==> config.mk <==
export PLATFORM = sky130hd
export DESIGN_NAME = riscv_interrupt_pending_and_trap_select
export DESIGN_NICKNAME = d
export VERILOG_FILES = /design/src/rtl/ripts_pkg.sv /design/src/rtl/riscv_interrupt_pending_and_trap_select.sv
export SDC_FILE = /design/constraint.sdc
export NUM_CORES = 1
export LEC_CHECK = 0
export BUFFER_PORTS_ARGS = -buffer_cell sky130_fd_sc_hd__buf_4
export CORE_ASPECT_RATIO = 1.25
export CORE_UTILIZATION = 45
export DETAILED_ROUTE_END_ITERATION = 7
export GPL_TIMING_DRIVEN = 0
export SLEW_MARGIN = 20
export SYNTH_ARGS = -nofsm -noshare
export SYNTH_HDL_FRONTEND = slang
export SYNTH_SLANG_ARGS = --single-unit
export TNS_END_PERCENT = 5
==> constraint.sdc <==
create_clock -name clk -period 4.3 [get_ports clk]
set_input_delay 0.215 -clock clk [delete_from_list [all_inputs] [get_ports clk]]
set_output_delay 0.215 -clock clk [all_outputs]
set_load 0.05 [all_outputs]
==> src/rtl/ripts_pkg.sv <==
package ripts_pkg;

	localparam int unsigned DATA_W  = 32;
	localparam int unsigned LINE_W  = 5;
	localparam int unsigned CAUSE_W = 5;

	// item kinds
	localparam logic [1:0] KIND_LINE  = 2'd0;
	localparam logic [1:0] KIND_WRITE = 2'd1;
	localparam logic [1:0] KIND_READ  = 2'd2;
	localparam logic [1:0] KIND_CHECK = 2'd3;

	// csr views
	localparam logic [LINE_W-1:0] CSR_MIP = 5'd0;
	localparam logic [LINE_W-1:0] CSR_MIE = 5'd1;
	localparam logic [LINE_W-1:0] CSR_SIP = 5'd2;
	localparam logic [LINE_W-1:0] CSR_SIE = 5'd3;

	// configuration register indexes
	localparam logic [1:0] CFG_DELEG  = 2'd0;
	localparam logic [1:0] CFG_MTVEC  = 2'd1;
	localparam logic [1:0] CFG_STVEC  = 2'd2;
	localparam logic [1:0] CFG_DBGPC  = 2'd3;

	localparam logic [1:0] PRIV_S = 2'd1;
	localparam logic [1:0] PRIV_M = 2'd3;

	localparam logic [DATA_W-1:0] MIP_WRITE_MASK = 32'h0000_0AAA;
	localparam logic [DATA_W-1:0] SUPER_MASK     = 32'h0000_0222;

	typedef struct packed {
		logic [1:0]        kind;
		logic [LINE_W-1:0] target;
		logic [DATA_W-1:0] write_data;
		logic [1:0]        priv_mode;
		logic              status_mie;
		logic              status_sie;
		logic              global_enable;
		logic              wake_blocked;
		logic              debug_request;
		logic              in_debug_mode;
		logic [DATA_W-1:0] current_pc;
	} irq_in_t;

	typedef struct packed {
		logic [DATA_W-1:0]  read_data;
		logic               wake;
		logic               trap_taken;
		logic               debug_entered;
		logic               to_supervisor;
		logic [CAUSE_W-1:0] cause_code;
		logic [DATA_W-1:0]  next_pc;
		logic [DATA_W-1:0]  saved_pc;
		logic [1:0]         saved_mode;
		logic               saved_enable;
	} irq_out_t;

endpackage

==> src/rtl/riscv_interrupt_pending_and_trap_select.sv <==
// Interrupt pending/enable store and trap selection for a RISC-V hart. The block
// holds mip and mie (both cleared by reset) and takes one item per clock: a line
// level change, a csr write, a csr read, or an instruction-boundary check that
// enters debug mode, traps to M or S mode, or does nothing. Each item yields exactly
// one result item, presented on the result port after it has passed through the
// input register and then the result register; the state update of one item is
// seen by the next, so items may follow back to back at one per cycle with no
// bubble. Stalls on the result side hold the result register and, once the input
// register is also full, drop ready.
// The four configuration registers (delegation mask, machine vector, supervisor
// vector, debug handler address) are written through cfg_we/cfg_index/cfg_wdata
// and must only change while no item is in flight.
module riscv_interrupt_pending_and_trap_select (
	input  logic                 clk,
	input  logic                 arst_n,
	input  logic                 in_valid,
	output logic                 in_ready,
	input  ripts_pkg::irq_in_t   in_item,
	output logic                 out_valid,
	input  logic                 out_ready,
	output ripts_pkg::irq_out_t  out_item,
	input  logic                 cfg_we,
	input  logic [1:0]           cfg_index,
	input  logic [31:0]          cfg_wdata
);
	import ripts_pkg::*;

	// configuration
	logic [DATA_W-1:0] deleg_q, mtvec_q, stvec_q, dbgpc_q;

	// architectural state
	logic [DATA_W-1:0] pend_q, ena_q;
	logic [DATA_W-1:0] pend_nxt, ena_nxt;

	// pipeline
	logic     valid_s1, valid_s2;
	irq_in_t  item_s1;
	irq_out_t res_s2;
	irq_out_t res;
	logic     advance;

	// decision terms
	logic [DATA_W-1:0]  act, en_m, en_s, en_sel, line_bit;
	logic               line_used, m_ok, s_ok, use_sup;
	logic [CAUSE_W-1:0] cause;

	// Advance the input stage whenever the result register is free or drains now.
	assign advance   = !valid_s2 || out_ready;
	assign in_ready  = !valid_s1 || advance;
	assign out_valid = valid_s2;
	assign out_item  = res_s2;

	always_ff @(posedge clk or negedge arst_n) begin
		if (!arst_n) begin
			deleg_q <= '0;
			mtvec_q <= '0;
			stvec_q <= '0;
			dbgpc_q <= '0;
		end else if (cfg_we) begin
			unique case (cfg_index)
				CFG_DELEG: deleg_q <= cfg_wdata;
				CFG_MTVEC: mtvec_q <= {cfg_wdata[DATA_W-1:1], 1'b0};
				CFG_STVEC: stvec_q <= {cfg_wdata[DATA_W-1:1], 1'b0};
				CFG_DBGPC: dbgpc_q <= cfg_wdata;
				default:   ;
			endcase
		end
	end

	// Input register: hold the item until the result stage can take it.
	always_ff @(posedge clk or negedge arst_n) begin
		if (!arst_n) begin
			valid_s1 <= 1'b0;
		end else if (in_ready) begin
			valid_s1 <= in_valid;
		end
	end

	always_ff @(posedge clk) begin
		if (in_valid && in_ready) begin
			item_s1 <= in_item;
		end
	end

	// Result register and state commit: both move when the item leaves stage one.
	always_ff @(posedge clk or negedge arst_n) begin
		if (!arst_n) begin
			valid_s2 <= 1'b0;
			pend_q   <= '0;
			ena_q    <= '0;
		end else if (advance) begin
			valid_s2 <= valid_s1;
			if (valid_s1) begin
				pend_q <= pend_nxt;
				ena_q  <= ena_nxt;
			end
		end
	end

	always_ff @(posedge clk) begin
		if (advance && valid_s1) begin
			res_s2 <= res;
		end
	end

	// Lines 3, 7, 9, 11 and everything from 12 up are wired; others are ignored.
	assign line_used = (item_s1.target == 5'd3) || (item_s1.target == 5'd7) ||
		(item_s1.target == 5'd9) || (item_s1.target == 5'd11) ||
		(item_s1.target >= 5'd12);
	assign line_bit  = {{(DATA_W-1){1'b0}}, 1'b1} << item_s1.target;

	// Privilege compares as a number, so the reserved level 2 enables M but not S.
	assign act     = ena_q & pend_q;
	assign en_m    = act & ~deleg_q;
	assign m_ok    = (item_s1.priv_mode == PRIV_M && item_s1.status_mie) ||
		(item_s1.priv_mode < PRIV_M);
	assign s_ok    = (item_s1.priv_mode == PRIV_S && item_s1.status_sie) ||
		(item_s1.priv_mode < PRIV_S);
	assign use_sup = (en_m == '0) || !m_ok;
	assign en_s    = s_ok ? (act & deleg_q) : '0;
	assign en_sel  = use_sup ? en_s : en_m;

	// Cause: fixed order 11, 3, 7, 9, 1, 5, then the lowest set bit.
	always_comb begin
		cause = '0;
		priority if (en_sel[11]) cause = 5'd11;
		else if (en_sel[3])      cause = 5'd3;
		else if (en_sel[7])      cause = 5'd7;
		else if (en_sel[9])      cause = 5'd9;
		else if (en_sel[1])      cause = 5'd1;
		else if (en_sel[5])      cause = 5'd5;
		else begin
			for (int i = DATA_W - 1; i >= 0; i--) begin
				if (en_sel[i]) begin
					cause = CAUSE_W'(i);
				end
			end
		end
	end

	always_comb begin
		pend_nxt = pend_q;
		ena_nxt  = ena_q;
		res      = '0;
		unique case (item_s1.kind)
			KIND_LINE: begin
				if (line_used) begin
					pend_nxt = item_s1.write_data[0] ? (pend_q | line_bit) :
						(pend_q & ~line_bit);
				end
			end
			KIND_WRITE: begin
				unique case (item_s1.target)
					CSR_MIP: pend_nxt = item_s1.write_data & MIP_WRITE_MASK;
					CSR_MIE: ena_nxt  = item_s1.write_data;
					CSR_SIP: pend_nxt = (pend_q & ~SUPER_MASK) |
						(item_s1.write_data & SUPER_MASK);
					CSR_SIE: ena_nxt  = (ena_q & ~SUPER_MASK) |
						(item_s1.write_data & SUPER_MASK);
					default: ;
				endcase
			end
			KIND_READ: begin
				unique case (item_s1.target)
					CSR_MIP: res.read_data = pend_q;
					CSR_MIE: res.read_data = ena_q;
					CSR_SIP: res.read_data = pend_q & SUPER_MASK;
					CSR_SIE: res.read_data = ena_q & SUPER_MASK;
					default: res.read_data = '0;
				endcase
			end
			KIND_CHECK: begin
				if (item_s1.debug_request && !item_s1.in_debug_mode) begin
					res.debug_entered = 1'b1;
					res.next_pc       = dbgpc_q;
					res.saved_pc      = item_s1.current_pc;
					res.saved_enable  = item_s1.global_enable;
				end else if (en_sel != '0) begin
					res.trap_taken    = 1'b1;
					res.to_supervisor = use_sup;
					res.cause_code    = cause;
					res.next_pc       = use_sup ? stvec_q : mtvec_q;
					res.saved_pc      = item_s1.current_pc;
					res.saved_mode    = item_s1.priv_mode;
					res.saved_enable  = item_s1.global_enable;
				end
			end
			default: ;
		endcase
		// Wake looks at the state as this item leaves it.
		res.wake = ((ena_nxt & pend_nxt) != '0) && !item_s1.wake_blocked;
	end

`ifndef SYNTHESIS
	// Bits 0, 2, 4, 6, 8 and 10 can never become pending.
	a_unused_lines: assert property (@(posedge clk) disable iff (!arst_n)
		(pend_q & 32'h0000_0555) == '0)
		else $error("pending bit set on an unwired line");

	// A check enters debug or traps, never both.
	a_one_entry: assert property (@(posedge clk) disable iff (!arst_n)
		out_valid |-> !(out_item.trap_taken && out_item.debug_entered))
		else $error("trap and debug entry on the same item");

	// Trap vectors always have bit 0 clear.
	a_vector_align: assert property (@(posedge clk) disable iff (!arst_n)
		(out_valid && out_item.trap_taken) |-> !out_item.next_pc[0])
		else $error("trap vector with bit 0 set");

	// An empty result register never blocks input.
	a_no_stall: assert property (@(posedge clk) disable iff (!arst_n)
		!out_valid |-> in_ready)
		else $error("input stalled while result register empty");
`endif

endmodule
# After elaboration in Yosys (flattened, before gate mapping)

Index checks and enable logic that the tools add are counted.

Magnitude comparators: 3
Eq/ne operators: 14
Shift operators: 1
Multiplexer cells: 47
Bitwise logic cells: 12
Reductions and logical operators: 35

Operators by type and width:

| operator               | number |
|---|---|
| $mux W32               | 6 |
| $pmux W32 S2           | 3 |
| $and A32 B32 Y32       | 5 |
| $pmux W32 S4           | 1 |
| $mux W5                | 16 |
| $mux W67               | 1 |
| $mux W4                | 16 |
| $mux W64               | 1 |
| $not A32 Y32           | 2 |
| $or A32 B10 Y32        | 2 |
| $reduce_bool A32 Y1    | 2 |
| $logic_not A32 Y1      | 1 |
| $or A32 B32 Y32        | 1 |
| $shl A1 B5 Y32 const A | 1 |
| $reduce_or A19 Y1      | 1 |
| $eq A2 B2 Y1 const B   | 5 |
| $eq A5 B2 Y1 const B   | 2 |
| $eq A5 B4 Y1 const B   | 2 |
| $reduce_and A2 Y1      | 5 |
| $logic_or A1 B1 Y1     | 9 |
| $eq A2 B1 Y1 const B   | 3 |
| $logic_and A1 B1 Y1    | 6 |
| $eq A5 B1 Y1 const B   | 1 |
| $eq A5 B3 Y1 const B   | 1 |
| other kinds (11)       | 19 |

Register bits after elaboration: 379
Bits of input ports: 118
Output and inout port bits: 110
Logic and storage cells: 143

# Longest topological paths before layout

Word-level depth: 38
Depth in mapped cells: 14
Mapped depth without buffers: 10

# Worst setup path after synthesis

Ideal clock, no wire load.

Path type: register to register
From: reg valid_s2 (netlist: out_valid)
To: reg ena_q[1]
Setup time: 125 ps
Data arrival time: 3781 ps
Required time: 4175 ps
Setup slack: 394 ps
Stages on the path, launching flop included: 6
Period minus slack after synthesis: 3906 ps
Path through: dfrtp_1 nand2b_1 nand2_1 inv_1 nand3_1 mux2_2

Word-level cells in the longest chain between the ends: 3

RTL lines:

| item                        | RTL line                                      | RTL |
|---|---|---|
| start: declaration          | riscv_interrupt_pending_and_trap_select.sv:36 | `logic valid_s1, valid_s2;` |
| start signal: assignment    | riscv_interrupt_pending_and_trap_select.sv:92 | `valid_s2 <= valid_s1;` |
| $logic_not A1 Y1            | riscv_interrupt_pending_and_trap_select.sv:48 | `assign advance = !valid_s2 \|\| out_ready;` |
| $logic_or A1 B1 Y1          | riscv_interrupt_pending_and_trap_select.sv:48 |  |
| $reduce_and A2 Y1 (no line) | -                                             |  |
| end signal: assignment      | riscv_interrupt_pending_and_trap_select.sv:95 | `ena_q <= ena_nxt;` |
| end: declaration            | riscv_interrupt_pending_and_trap_select.sv:32 | `logic [DATA_W-1:0] pend_q, ena_q;` |

Every way passes these cells.
A chain may end at the register's enable or synchronous reset.

# Worst setup path after layout

From: reg pend_q[29]
To: reg res_s2, in the netlist out_item[65], data pin

Word-level cells in the longest chain between the ends: 8
Elaborated cells between the ends (all ways): 11

RTL lines:

| item                     | RTL line                                       | RTL |
|---|---|---|
| start: declaration       | riscv_interrupt_pending_and_trap_select.sv:32  |  |
| start signal: assignment | riscv_interrupt_pending_and_trap_select.sv:94  | `pend_q <= pend_nxt;` |
| $and A32 B32 Y32 (*)     | riscv_interrupt_pending_and_trap_select.sv:113 | `assign act = ena_q & pend_q;` |
| $and A32 B32 Y32         | riscv_interrupt_pending_and_trap_select.sv:114 | `assign en_m = act & ~deleg_q;` |
| $logic_not A32 Y1        | riscv_interrupt_pending_and_trap_select.sv:119 | `assign use_sup = (en_m == '0) \|\| !m_ok;` |
| $logic_or A1 B1 Y1       | riscv_interrupt_pending_and_trap_select.sv:119 |  |
| $mux W32                 | riscv_interrupt_pending_and_trap_select.sv:121 | `assign en_sel = use_sup ? en_s : en_m;` |
| $reduce_bool A32 Y1      | riscv_interrupt_pending_and_trap_select.sv:178 | `end else if (en_sel != '0) begin` |
| $mux W67 (*)             | riscv_interrupt_pending_and_trap_select.sv:178 |  |
| $mux W64 (*)             | riscv_interrupt_pending_and_trap_select.sv:173 | `if (item_s1.debug_request && !item_s1.in_debug_mode) begin` |
| end signal: assignment   | riscv_interrupt_pending_and_trap_select.sv:102 | `res_s2 <= res;` |
| end: declaration         | riscv_interrupt_pending_and_trap_select.sv:38  | `irq_out_t res_s2;` |

Mark *: on every way between the ends. The rest lies on a longest branch, timed or not.

==> impl_metrics.tcl <==
set metrics [dict create \
    synth-xor-area-share_pct 0.05293 \
    initial_utilization_pct 45.58 \
    arrival_ns 4.43 \
    ys_types 57 \
    clockBufferDepth 3 \
    wl_um 45420 \
    crit_fanout 10 \
    clk_latency_ns 0.54 \
    synthMuxAreaShare_pct 14.87 \
    finish.utilization_pct 58.75 \
    antenna_found_initial 0 \
    setup_ws_ns 0.1428 \
    hold_path_class "in2async" \
    first_global_vias 12021 \
    finalPower_uw 9165 \
    synth_compound_area_share_pct 8.854 \
    synthCells 1290 \
    rsz0062_at_grt "yes" \
    setup_violations 0 \
    fin_crit_sh_pct 96.68 \
    dp_cells 2001 \
    n_antenna_cell 0 \
    drt_first_pass_iters 5 \
    ys.flop_type "dfrtp_1" \
    cts_buffers 39 \
    relSlewSlack_pct 36.92 \
    max_freq_mhz 240.5 \
    cp-start-kind "register" \
    drc 0 \
    nets 1794 \
    core_area_um2 36300 \
    ys_seq_area_share_pct 62.97 \
    htree_levels 2 \
    ys_async_sr_fraction_pct 50.66 \
    grt_pass1_wl_um 69550 \
    gp_routability_congestion 0.9157 \
    area_growth_pct 28.90 \
    synthSimpleGateAreaFrac_pct 11.42 \
    drt_iter0_markers 844 \
    stdcell_count 2185 \
    power_density_nw_per_um2 429.7 \
    hold_violations 0 \
    drv_cap 0 \
    synthesis.nets 1408 \
    synth_area_per_cell_um2 12.83 \
    clock_sinks 379 \
    yosysWarnings 0 \
    ant_nets 0 \
    yosys.area_share.adder_pct 0 \
    cp-end-kind "register" \
    synth-edff-count 187 \
    criticalPathCategory "reg2reg" \
    row_count 78 \
    dieHeight_um 216.4 \
    wl_per_cell_um 20.79 \
    via_count 11913 \
    drive_gt1_share_pct 27.80 \
    grt_overflow_total 0 \
    clk_pin_slew_ns 0.06 \
    chipWidth_um 173.5 \
    p_leak_uw 0.008594 \
    vdd_drop_max_v 0.0003336 \
    cts_tree "built" \
    grt_use_total_pct 24.27 \
    die_area_um2 37550 \
    final_max_slew_viol_count 0 \
    dp.final_hpwl_um 32360 \
    fin_hold_ws_ns 0.06936 \
    clockRootBuffer "clkbuf_16" \
    cts_setup_buffers 0 \
    syn_area_um2 16550 \
    grt_max_degree 99 \
    final.min_clock_period_ns 4.157 \
    required_ns 4.57 \
    yosys_register_bits 379 \
    pre_cts_ws_ns 0.1409 \
    status "completed" \
    tightest_slew_ns 0.9442 \
    boundaryPins 228 \
    viasPerCell 5.452 \
    fin_worst_skew_ns 0.01509 \
    port_buffers 227 \
    synth_top_family_by_area "multiplexers" \
]
[final cells by class]
| type | count | area, um2 |
|---|---|---|
| clock inverter | 12 | 120.1 |
| multi-input combinational | 836 | 5827 |
| sequential | 379 | 10420 |
| timing repair buffer | 345 | 2963 |
| tap | 480 | 600.6 |
| clock buffer | 58 | 1087 |
| inverter | 8 | 35.03 |
| fill | 3028 | 14980 |
| buffer | 67 | 276.5 |
[report_power, final]
part	total, uW	switching, uW	internal (uW)
Combinational	1390	772	614
Sequential	4540	297	4240
Clock	3240	1360	1870
[kinds of logic after synthesis]
family | after synthesis
simple gates | 379
xor+xnor | 1
buf+inv | 75
flops | 379
mux | 225
compound gates | 231
[final timing paths]
path | from | end | cells past startpoint | slack [ns]
setup reg to reg | pend_q[29] | out_item[65] | 14 | 0.14
min in group clk | cfg_index[0] | deleg_q[0] | 3 | 0.20
setup / recovery | pend_q[29] | out_item[65] | 14 | 0.14
hold reg to reg | valid_s1 | out_valid | 1 | 0.49
hold / removal | arst_n | stvec_q[25] | 2 | 0.07
max in group asynchronous | arst_n | stvec_q[17] | 4 | 3.13
[sequential cells by signal (all words and copies together) (netlist names), 31 cells and up]
name,cells
out_item,108
item_s1,79
dbgpc_q,32
deleg_q,32
ena_q,32
pend_q,32
mtvec_q,31
stvec_q,31
[cell usage after synthesis (all sizes together) (3+ instances only)]
master   instances  area share, %
a211oi           4           0.18
a21oi           16           0.53
a22oi           51            2.3
a2bb2oi          4           0.21
a31o             4           0.21
a31oi            4           0.15
a32oi            4           0.21
and2            38            1.4
and3             5           0.19
and3b            4           0.21
buf             16           0.48
clkbuf          51            1.2
dfrtp          192             29
edfxtp         187             34
inv              8           0.18
mux2           166             11
mux2i           59            3.6
nand2          123            2.8
nand2b           8           0.30
nand3           40            1.2
nand3b          25            1.1
nand4            7           0.26
nor2            71            1.6
nor2b            9           0.34
nor3            18           0.54
nor3b            3           0.14
nor4            15           0.66
o2111ai          3           0.16
o21ai           92            2.8
o22ai           32            1.2
or2              4           0.15
or3              5           0.19
[critical path, stage by stage (launching register included)]
cell and delay, ns:
dfrtp_1 0.47, and3b_1 0.23, or4_4 0.58, nor4_4 0.39, a31o_2 0.21, buf_2 0.19, clkbuf_4 0.29, o22ai_1 0.13
nor2_1 0.23, nand2_1 0.15, nor2_1 0.27, or2_1 0.26, buf_6 0.20, buf_6 0.18, o21ai_1 0.10
[metrics by stage]
stage / TNS, ns / instance area, um2
floorplan: 0 / 16550
global placement: -26.41 / 18850
detailed placement: 0 / 18980
CTS: 0 / 21330
global route: -0.06033 / 21330
finish: 0 / 21330
[what timing repair did]
| action | CTS | global route |
|---|---|---|
| endpoints found under the hold margin | 301 | 0 |
| resized for setup | 0 | 2 |
| endpoints found under the setup margin | 0 | 24 |
| hold buffers | 114 | 0 |
[per-layer routing]
layer	share of wire [%]	up-vias	global-route usage [%]
met5	0	-	0
met4	3.3	0	8.673
met3	4.7	83	3.193
met2	50	386	41.58
met1	42	5851	31.58
li1	-	5593	-
[placed cells by master, fill, tap and decap left out, types with 7 or more instances in the layout]
cell           instances
a21oi_1               14
a22oi_1               51
and2_1                37
buf_1                 10
buf_4                226
clkbuf_1              64
clkbuf_16             39
dfrtp_1              192
dlygate4sd3_1        114
edfxtp_1             187
inv_1                  7
mux2_2               166
mux2i_1               59
nand2_1              123
nand2b_1               8
nand3_1               39
nand3b_1              25
nand4_1                7
nor2_1                71
nor2b_1                9
nor3_1                18
nor4_1                14
o21ai_0               87
o22ai_1               32
Power figures use the tool's default switching activity.
